==> config.mk <==
export PLATFORM = sky130hd
export DESIGN_NAME = clrl_ctrl
export DESIGN_NICKNAME = d
export VERILOG_FILES = /design/src/clrl_pkg.sv /design/src/clrl_ctrl.sv
export SDC_FILE = /design/constraint.sdc
export NUM_CORES = 1
export LEC_CHECK = 0
export BUFFER_PORTS_ARGS = -buffer_cell sky130_fd_sc_hd__buf_4
export CORE_AREA = 2 2 39 41
export DETAILED_ROUTE_END_ITERATION = 10
export DIE_AREA = 0 0 41 43
export PLACE_DENSITY = 0.55
export SLEW_MARGIN = 40
export SYNTH_ARGS = -nofsm -noshare
export SYNTH_HDL_FRONTEND = slang
export SYNTH_SLANG_ARGS = --single-unit
==> constraint.sdc <==
create_clock -name clk -period 1.25 [get_ports clk]
set_clock_uncertainty 0.2 [all_clocks]
set_input_delay 0.0625 -clock clk [delete_from_list [all_inputs] [get_ports clk]]
set_output_delay 0.0625 -clock clk [all_outputs]
set_load 0.05 [all_outputs]
==> src/clrl_pkg.sv <==
// shared types, codes and constants of the command admission rate limiter
package clrl_pkg;

    localparam int PLAYER_SLOTS = 16;
    localparam int SLOT_W = (PLAYER_SLOTS > 1) ? $clog2(PLAYER_SLOTS) : 1;
    localparam int CNT_W = $clog2(PLAYER_SLOTS + 1);

    localparam int CFG_IDX_W = 2;
    localparam int CFG_W = 16;
    localparam int COUNT_W = 16;
    localparam int TOTAL_W = 32;
    localparam int SCALE_W = 10;
    localparam int PROD_W = COUNT_W + SCALE_W;
    localparam int LIMIT_W = 2 * CFG_W;

    localparam logic [SCALE_W-1:0] RATE_SCALE = 10'd1000;
    localparam logic [COUNT_W-1:0] COUNT_MAX = '1;
    localparam logic [TOTAL_W-1:0] TOTAL_MAX = '1;

    localparam logic [CFG_IDX_W-1:0] CFG_MAX_PAST = 2'd0;
    localparam logic [CFG_IDX_W-1:0] CFG_MAX_FUTURE = 2'd1;
    localparam logic [CFG_IDX_W-1:0] CFG_MAX_RATE = 2'd2;
    localparam logic [CFG_IDX_W-1:0] CFG_WINDOW_MS = 2'd3;

    localparam logic [CFG_W-1:0] RST_MAX_PAST = 16'd60;
    localparam logic [CFG_W-1:0] RST_MAX_FUTURE = 16'd10;
    localparam logic [CFG_W-1:0] RST_MAX_RATE = 16'd60;
    localparam logic [CFG_W-1:0] RST_WINDOW_MS = 16'd1000;

    localparam logic [1:0] OP_VALIDATE = 2'd0;
    localparam logic [1:0] OP_CLEAR = 2'd1;
    localparam logic [1:0] OP_RESET_STATS = 2'd2;

    localparam logic [2:0] STATUS_VALID = 3'd0;
    localparam logic [2:0] STATUS_NO_PLAYER = 3'd1;
    localparam logic [2:0] STATUS_TOO_OLD = 3'd2;
    localparam logic [2:0] STATUS_TOO_FUTURE = 3'd3;
    localparam logic [2:0] STATUS_RATE_LIMITED = 3'd4;
    localparam logic [2:0] STATUS_MALFORMED = 3'd5;
    localparam logic [2:0] STATUS_TABLE_FULL = 3'd6;

    typedef struct packed {
        logic [1:0]  operation;
        logic        well_formed;
        logic        player_present;
        logic [63:0] key_upper;
        logic [63:0] key_lower;
        logic [63:0] command_tick;
        logic [63:0] current_tick;
        logic [63:0] now_ms;
    } cmd_t;

    typedef struct packed {
        logic [2:0]         status;
        logic [COUNT_W-1:0] player_window_count;
        logic [TOTAL_W-1:0] total_seen;
        logic [TOTAL_W-1:0] total_rejected;
    } rsp_t;

    typedef struct packed {
        logic [63:0]        key_upper;
        logic [63:0]        key_lower;
        logic [63:0]        window_start;
        logic [COUNT_W-1:0] window_count;
    } entry_t;

    typedef struct packed {
        logic latch;
        logic bound;
        logic check;
        logic search_step;
        logic update;
        logic limit;
        logic finish;
    } ctrl_cmd_t;

    typedef struct packed {
        logic [1:0] operation;
        logic       early;
        logic       search_done;
        logic       out_free;
    } ctrl_sts_t;

endpackage

==> src/clrl_ctrl.sv <==
// controller state machine sequencing one transaction through the datapath
module clrl_ctrl import clrl_pkg::*; (
    input  logic      clk,
    input  logic      rst_n,
    input  logic      cmd_valid,
    output logic      cmd_ready,
    input  ctrl_sts_t sts,
    output ctrl_cmd_t ctl
);

    localparam logic [2:0] S_IDLE = 3'd0;
    localparam logic [2:0] S_BOUND = 3'd1;
    localparam logic [2:0] S_CHECK = 3'd2;
    localparam logic [2:0] S_SEARCH = 3'd3;
    localparam logic [2:0] S_UPDATE = 3'd4;
    localparam logic [2:0] S_LIMIT = 3'd5;
    localparam logic [2:0] S_FINISH = 3'd6;

    logic [2:0] state_reg;
    logic [2:0] state_next;

    always_ff @(posedge clk or negedge rst_n)
    begin
        if (!rst_n)
        begin
            state_reg <= S_IDLE;
        end
        else
        begin
            state_reg <= state_next;
        end
    end

    assign cmd_ready = (state_reg == S_IDLE);

    always_comb
    begin
        state_next = state_reg;
        ctl = '0;
        case (state_reg)
            S_IDLE:
            begin
                if (cmd_valid)
                begin
                    ctl.latch = 1'b1;
                    state_next = S_BOUND;
                end
            end
            S_BOUND:
            begin
                ctl.bound = 1'b1;
                if (sts.operation == OP_VALIDATE)
                begin
                    state_next = S_CHECK;
                end
                else if (sts.operation == OP_CLEAR)
                begin
                    state_next = S_SEARCH;
                end
                else
                begin
                    state_next = S_FINISH;
                end
            end
            S_CHECK:
            begin
                ctl.check = 1'b1;
                state_next = sts.early ? S_FINISH : S_SEARCH;
            end
            S_SEARCH:
            begin
                ctl.search_step = 1'b1;
                if (sts.search_done)
                begin
                    state_next = (sts.operation == OP_VALIDATE) ? S_UPDATE : S_FINISH;
                end
            end
            S_UPDATE:
            begin
                ctl.update = 1'b1;
                state_next = S_LIMIT;
            end
            S_LIMIT:
            begin
                ctl.limit = 1'b1;
                state_next = S_FINISH;
            end
            S_FINISH:
            begin
                if (sts.out_free)
                begin
                    ctl.finish = 1'b1;
                    state_next = S_IDLE;
                end
            end
            default:
            begin
                state_next = S_IDLE;
            end
        endcase
    end

endmodule

==> reports/results.txt, run 1 <==
The largest voltage drop on the vdd net is 965.3 uV, and the number of vias after detailed routing is 356. The clock passes through at most 2 buffers. For this run the aggregate overflow at the end of global routing stands at 0.

The logs give 0.0008622 W for the net switching power and 1210 ps for the endpoint arrival time on the critical path. In the routed layout, each cell is associated on average with a via count of 4.450. Final routed wirelength across all metal layers: 852 microns. The worst hold slack after final layout is -8.350 ps. The maximum level of the CTS H-tree came out at 1. Setup repair after global routing could not meet its margin everywhere.

The number of endpoints with negative hold slack in the final report is 1. The tools report the category of the worst setup path launch point as a flip-flop. Setup violations remaining at the end of the flow were counted as 11.

The final layout contains 73 nets. Prior to clock tree synthesis, the placed netlist has a worst setup slack of -96.42 ps. The number of search-and-repair iterations in the first detailed-routing pass is 3, and the clock network power share is 9.7%. The multiplexer share of the synthesized area was 5.882%. The synthesized netlist devotes 0% of its cell area to XOR and XNOR gates. The run gives 3 as the starting DRC count in detailed routing.

STA classifies the critical path endpoint as a primary output. The switching power as a share of total power is 47.40%, and the residual DRC count is 0. The run gives 350 as the number of global-route vias before repair.

The top cell types in the final layout, fill and taps aside, are 12 x sky130_fd_sc_hd__buf_4, 11 x sky130_fd_sc_hd__buf_6, 6 x sky130_fd_sc_hd__dlygate4sd3_1. After legalization and detailed placement, the total HPWL measured 536.8 microns. Critical path startpoint: state_reg[2]. The floorplan step set the die width to 41 microns. Of the total synthesized cell area, the portion taken by full adders, half adders and majority gates is 0%. The endpoint required time on the critical path was 990 ps. The Yosys step of the flow raised 0 warnings. The synthesized netlist devotes 21.08% of its cell area to compound gates. The count of final max-slew check failures was 0; the number of inserted diodes was 0. The run gives 14 as the cell row count.

The worst pin sits at a relative slew slack of 85.81%. The register with the most flip-flops in the layout has 3 of them. Synthesis handed over a netlist of 31 instances. The tightest min-delay check is of the in -> reg type. In the final routed layout, each cell accounts on average for 10.65 microns. The total standard cell area after synthesis is 255.2 sq um, and the final critical path time including I/O delays and setup is 1470 ps. In this run, flip-flops and latches consume 16.1% of the power. Along the worst path, the maximum fanout reaches 8. The tools report the number of library cell types mapped by synthesis as 18.

The number of antenna violations at the first check in global routing is 0. Max-cap violations in this run came to 0. The average cell area after synthesis was 8.234 sq um; the share of post-route cells with drive strength above 1 was 73.44%.

In this run the most critical hold path is launched from sts[0]. For the overall global routing resource usage, the log shows 12.71%. In this run the clock root is driven by a sky130_fd_sc_hd__clkbuf_4. The fraction of the mapped netlist area in simple logic gates came out at 33.82%. The total power density per cell area came out at 2712 nW/um^2. The die extent in y was 43 microns. Entering global routing, the biggest net connects 9 pins.

Summing the sequential cell areas from Yosys gives 29.41% of the chip area. In this run the count of I/O pins placed on the die edge is 16. Based on the critical path, the design can be clocked at up to 680.2 MHz.

TritonCTS built the clock tree. Layout overhead on the synthesized area: 162.7%. By area, the combinational part of the netlist is dominated by simple AND/OR/NAND/NOR gates. In the finished design, the share of the clock period the worst path needs comes to 117.6%. For the worst setup margin, the log shows -220.2 ps. In this run the remaining antenna-violating nets after routing total 0. Total core area: 1384 sq um. The post-layout total power is 0.001819 W, and the standby leakage power is 0.3079 nW. For this configuration, the core starts out at a cell density of 18.44%.

The die area was 1763 sq um; the count of port buffers added during placement was 15. The internal power of the cells totals 0.0009569 W. For the worst-skew pair, the clock arrives at the later sink with an insertion delay of 240 ps. The flow ran to the end, but the final reports show violations.

Clock-pin slew was measured on the worst setup and hold paths at 40 ps. The most common library cell in the layout ignoring fill and taps was sky130_fd_sc_hd__buf_4. The checks that failed: hold timing, setup timing.

The total nets after synthesis was 39. In this run, the combinational gates consume 74.3% of the power. The transition time of the tightest slew-check pin came out at 211.3 ps. In this run, synthesis produced a sequential element count of 3. For the wire length of the first global-routing pass, the log shows 1.476 mm.

Final weighted congestion in routability-driven placement: 0.7913. Category of the most critical setup path: reg -> out. The reg-to-reg critical path startpoint is state_reg[2]. CTS saw 3 sinks. Buffers inserted during clock tree synthesis total 3. The layout has 135 filler cells.
[area by class of cell]
type | instances | area [sq um] | share of cell area [%]
repair buffers | 32 | 309.0 | 46.08
multi-input cells | 24 | 232.7 | 34.70
flip-flops and latches | 3 | 78.83 | 11.75
clock buffers | 4 | 26.28 | 3.918
well taps | 16 | 20.02 | 2.985
inverters | 1 | 3.754 | 0.5597
[worst paths after layout]
| check | cells after the start | to | slack [ps] |
|---|---|---|---|
| setup reg to reg | 4 | state_reg[2] | -80 |
| min in group asynchronous | 3 | state_reg[2] | 500 |
| setup / recovery | 3 | ctl[5] | -220 |
| hold reg to reg | 1 | state_reg[0] | 410 |
| hold / removal | 4 | state_reg[1] | -8 |
| max in group asynchronous | 3 | state_reg[1] | 190 |
[layer usage]
metal  global-route usage, %  routed length, microns  up-vias
li1                        -                       -      174
met1                   16.99                     340      170
met2                   17.50                     457       10
met3                   1.571                      35        2
met4                   10.00                      19        0
met5                       0                       0        -
[power by group through the flow]
stage	Clock (W)	Combinational (W)	Sequential (W)
floorplan	0	0.000790	0.000163
global placement	0	0.000916	0.000285
detailed placement	0	0.000918	0.000284
CTS	0.000181	0.00118	0.000287
global route	0.000191	0.00143	0.000304
finish	0.000176	0.00135	0.000292
[cell families (layout without fill, tap and decap cells)]
group                  after synthesis  count (layout)
muxes                                1               1
DFF                                  3               3
and+or+nand+nor                     16              16
buffers and inverters                4              37
AOI/OAI and AO/OA                    7               7
[critical path, stage by stage, from the launching register on]
cell	delay [ps]
sky130_fd_sc_hd__dfrtp_2	480
sky130_fd_sc_hd__buf_6	150
sky130_fd_sc_hd__nor3_4	170
sky130_fd_sc_hd__buf_6	170
[cell usage after synthesis]
library cell,count,area [sq um]
sky130_fd_sc_hd__a21o_1,1,7.510
sky130_fd_sc_hd__a21oi_1,2,10.01
sky130_fd_sc_hd__a31oi_1,1,6.260
sky130_fd_sc_hd__a32oi_1,1,8.760
sky130_fd_sc_hd__and2_1,2,12.51
sky130_fd_sc_hd__buf_2,2,10.01
sky130_fd_sc_hd__buf_6,1,11.26
sky130_fd_sc_hd__dfrtp_1,3,75.07
sky130_fd_sc_hd__inv_2,1,3.750
sky130_fd_sc_hd__mux2_4,1,15.01
sky130_fd_sc_hd__nand2_1,2,7.510
sky130_fd_sc_hd__nand2b_1,2,12.51
sky130_fd_sc_hd__nor2_1,5,18.77
sky130_fd_sc_hd__nor3_1,2,10.01
sky130_fd_sc_hd__nor3_2,1,10.01
sky130_fd_sc_hd__nor3b_1,2,15.01
sky130_fd_sc_hd__o21ai_0,1,5.000
sky130_fd_sc_hd__o32ai_2,1,16.27
[repair_timing]
action / in CTS / in global routing
hold buffers: 6 / 0
gates resized for setup: 20 / 7
hold endpoints to repair: 6 / 0
setup endpoints to repair: 10 / 11
buffers inserted: 3 / 3
pin swaps: 4 / 1
[through the flow]
stage	instance area [sq um]	TNS [ps]	hold slack [ps]	std cells	utilization (%)
detailed placement	439.2	-487.8	-345.8	64	31.74
floorplan	292.8	-1272	-433.1	31	-
CTS	615.6	-1709	-15.83	77	44.48
finish	670.6	-1704	-8.350	80	48.46
global route	670.6	-2227	39.81	80	48.46
global placement	439.2	-441.7	-346.6	64	31.74
(Power assumes the default switching activity.)
==> run 2, diff against run 1 <==
- BUFFER_PORTS_ARGS: -buffer_cell sky130_fd_sc_hd__buf_4 -> not set
- DONT_BUFFER_PORTS: not set -> 1
- PLACE_DENSITY: 0.55 -> 0.44
- TNS_END_PERCENT: not set -> 30
==> run 2 against run 1 <==
Effect of this change: utilization fell by 5.4 points; via count shrank 12%; die area unchanged; sequential share of layout area is 1.5 points higher; cell area fell by 11%; the flow still finishes with violations (hold timing, setup timing); critical endpoint is now ctl[1]; total power shrank 3.7%; maximum frequency is 0.75% lower; first-iteration DRC count increased by 67%; cell count is 11% lower; setup slack lost 11 ps; non-clock buffer count decreased by 9; sequential power about the same.
==> reports/results.txt, run 2 (same netlist as run 1, synthesis figures left out) <==
The logs give 10 (-1) for the count of final setup violators and -90 ps (about the same) for the slack of the worst reg-to-reg path. For the half-perimeter wire length after placement, the log shows 542.3 microns (+1.0%). The run gives 7 (+1) as the number of hold buffers added after cts.

The switching power as a share of total power is 47.59% (+0.19 points), and the layout overhead on the synthesized area is 133.3%. The clock transition at the registers of the reported paths is 40 ps (about the same). The maximum net fanout on the critical path was 7 (-1); the total power density per cell area was 2942 nW/um^2 (+8.5%).

The starting DRC count in detailed routing was 5 (+2); the final critical-path share of the clock period was 118.5% (+0.89 points). The share of total power in combinational logic is 73.4% (-0.9 points). The endpoint identified for the worst register-to-register timing path is state_reg[0]. For the largest voltage drop on the vdd net, the log shows 1523 uV (+58%). The number of endpoints with negative hold slack in the final report was 2 (+1). The die outline width was 41 microns (unchanged).

The flow ran to the end, but the final reports show violations. The logs give 0.7110 (-10%) for the final weighted congestion in routability-driven placement and 18.44% (unchanged) for the initial standard-cell utilization of the core. The logs give 9.8% (about the same) for the clock network power share and -50.78 ps (-42.43 ps) for the worst hold slack after final layout.

The clock insertion delay at the later pin of the skew report is 230 ps (about the same). Capturing instance or port of the critical path: ctl[1]. TritonCTS built the clock tree. Setup repair after global routing could not meet its margin everywhere. The layout net count is 64 (-12%), and the number of search-and-repair iterations in the first detailed-routing pass is 2 (-1). The overall global routing resource usage came out at 11.07% (-1.6 points). The worst setup margin is -231.3 ps (-11.10 ps). The die extent in y came out at 43 microns (unchanged).

The final design area excluding fillers was 595.6 sq um (-11%); the count of port buffers added during placement was 0 (-15). The detail-routed via count per cell came out at 4.408 (-0.93%). The final routed wirelength across all metal layers is 814 microns (-4.5%). Total core area: 1384 sq um (unchanged). The net switching power was 0.0008340 W (-3.3%); the standby leakage power was 0.2573 nW (-16%). The count of final max-slew check failures came out at 0 (unchanged). The checks that failed: hold timing, setup timing. The detailed-route wire length per cell was 11.46 microns (+7.7%).

The endpoint arrival time on the critical path is 1220 ps (about the same). The number of cells on the worst reg-to-reg path came out at 4 (unchanged). The number of inserted diodes came out at 0 (unchanged). The wire length of the first global-routing pass came out at 1.297 mm (-12%).

The worst relative slew slack came out at 85.49% (-0.31 points). The category of the most critical setup path is reg -> out. The share of post-route cells with drive strength above 1 is 60.00% (-13 points), and the final critical path time including I/O delays and setup is 1481 ps (+11.10 ps).

The total global routing overflow was 0 (unchanged). Die area: 1763 sq um (unchanged). The number of global-route vias before repair came out at 319 (-8.9%). The startpoint identified for the worst register-to-register timing path is state_reg[2]. The logs give 0.0009184 W (-4.0%) for the internal power of the cells and 3 (unchanged) for the clock sink total. The tools report the placed instance area as 417.9 sq um (-4.8%). Number of flip-flops under the largest register name: 3 (unchanged).

The maximum clock path buffer count was 2 (unchanged). The worst setup path is captured at a primary output. In this run the clock root is driven by a sky130_fd_sc_hd__clkbuf_4.

Share of power burned in registers: 16.8% (+0.7 points). The logs give 146 (+8.1%) for the layout filler cell count and 0 (unchanged) for the residual antenna-violating net count after detailed routing. For the number of vias after detailed routing, the log shows 313 (-12%).

Largest net degree at the start of global routing: 9 (unchanged). The number of antenna violations at the first check in global routing came out at 0 (unchanged). For the I/O pin total, the log shows 16 (unchanged). Number of max-cap violations: 0 (unchanged). The run gives 14 (unchanged) as the cell row count. The path class of the tightest hold or removal check is in -> reg. The library cells used most frequently in the layout, excluding fill and tap cells, are 7 x sky130_fd_sc_hd__dlygate4sd3_1, 7 x sky130_fd_sc_hd__buf_6, 5 x sky130_fd_sc_hd__buf_4. The critical path starts at state_reg[1]. The residual DRC count is 0 (unchanged), and the number of buffers created by CTS is 3 (unchanged).

The highest achievable clock rate was 675.1 MHz (-0.75%); the cell depth of the worst hold path was 3 (-1). The transition time of the tightest slew-check pin came out at 216.0 ps (+4.678 ps). In this run the most critical hold path is launched from sts[0]. The category of the worst setup path launch point is a flip-flop. The endpoint required time on the critical path was 990 ps (about the same). The maximum level of the CTS H-tree came out at 1 (unchanged).
## run 2: power by group through the flow
stage          Clock (W)  Combinational [W]  Sequential, W
2_1_floorplan          0           0.000771       0.000163
3_3_place_gp           0            0.00102       0.000278
3_5_place_dp           0            0.00102       0.000283
4_1_cts         0.000179            0.00121       0.000289
5_1_grt         0.000186            0.00135       0.000305
6_report        0.000172            0.00129       0.000294
## run 2: how the worst min path moves through the flow
stage                   endpoint
floorplan           state_reg[0]
global placement    state_reg[1]
detailed placement  state_reg[1]
CTS                 state_reg[1]
global route        state_reg[1]
finish              state_reg[1]
## run 2: through the flow
| step | utilization [%] | total power (W) | TNS [ps] | worst slack (ps) | std cells |
|---|---|---|---|---|---|
| 6_report | 43.04 | 0.001752 | -1703 | -231.3 | 71 |
| 3_5_place_dp | 30.20 | 0.001306 | -457.7 | -82.43 | 57 |
| 3_3_place_gp | 30.20 | 0.001295 | -350.7 | -58.76 | 57 |
| 5_1_grt | 43.04 | 0.001845 | -2309 | -276.8 | 71 |
| 2_1_floorplan | - | 0.0009342 | -1433 | -341.5 | 31 |
| 4_1_cts | 41.05 | 0.001675 | -1755 | -245.9 | 70 |
## run 2: critical path, cell delays in order, from the launching register on
cell and delay [ps]:
sky130_fd_sc_hd__dfrtp_2 470, sky130_fd_sc_hd__buf_6 150, sky130_fd_sc_hd__nor3b_4 190, sky130_fd_sc_hd__buf_6 180
## run 2: timing repair
action	in CTS	in global routing
resized for setup	12	4
pin swaps	5	2
buffers inserted	2	1
endpoints found under the hold margin	6	2
endpoints found under the setup margin	10	11
## run 2: final cells by class
type	instances	area (sq um)	share of cell area, %
Tap cell	16	20.02	3.361
Sequential cell	3	78.83	13.24
Timing Repair Buffer	23	251.5	42.23
Inverter	1	3.754	0.6303
Clock buffer	4	26.28	4.412
Multi-Input combinational cell	24	215.2	36.13
## run 2: metal layers
layer	up-vias	wire [microns]	global-route usage (%)	share of wire (%)
met1	140	389	15.53	48
met3	2	50	3.141	6.1
met2	15	360	13.75	44
met4	0	12	8.000	1.5
met5	-	0	0	0
li1	156	-	-	-
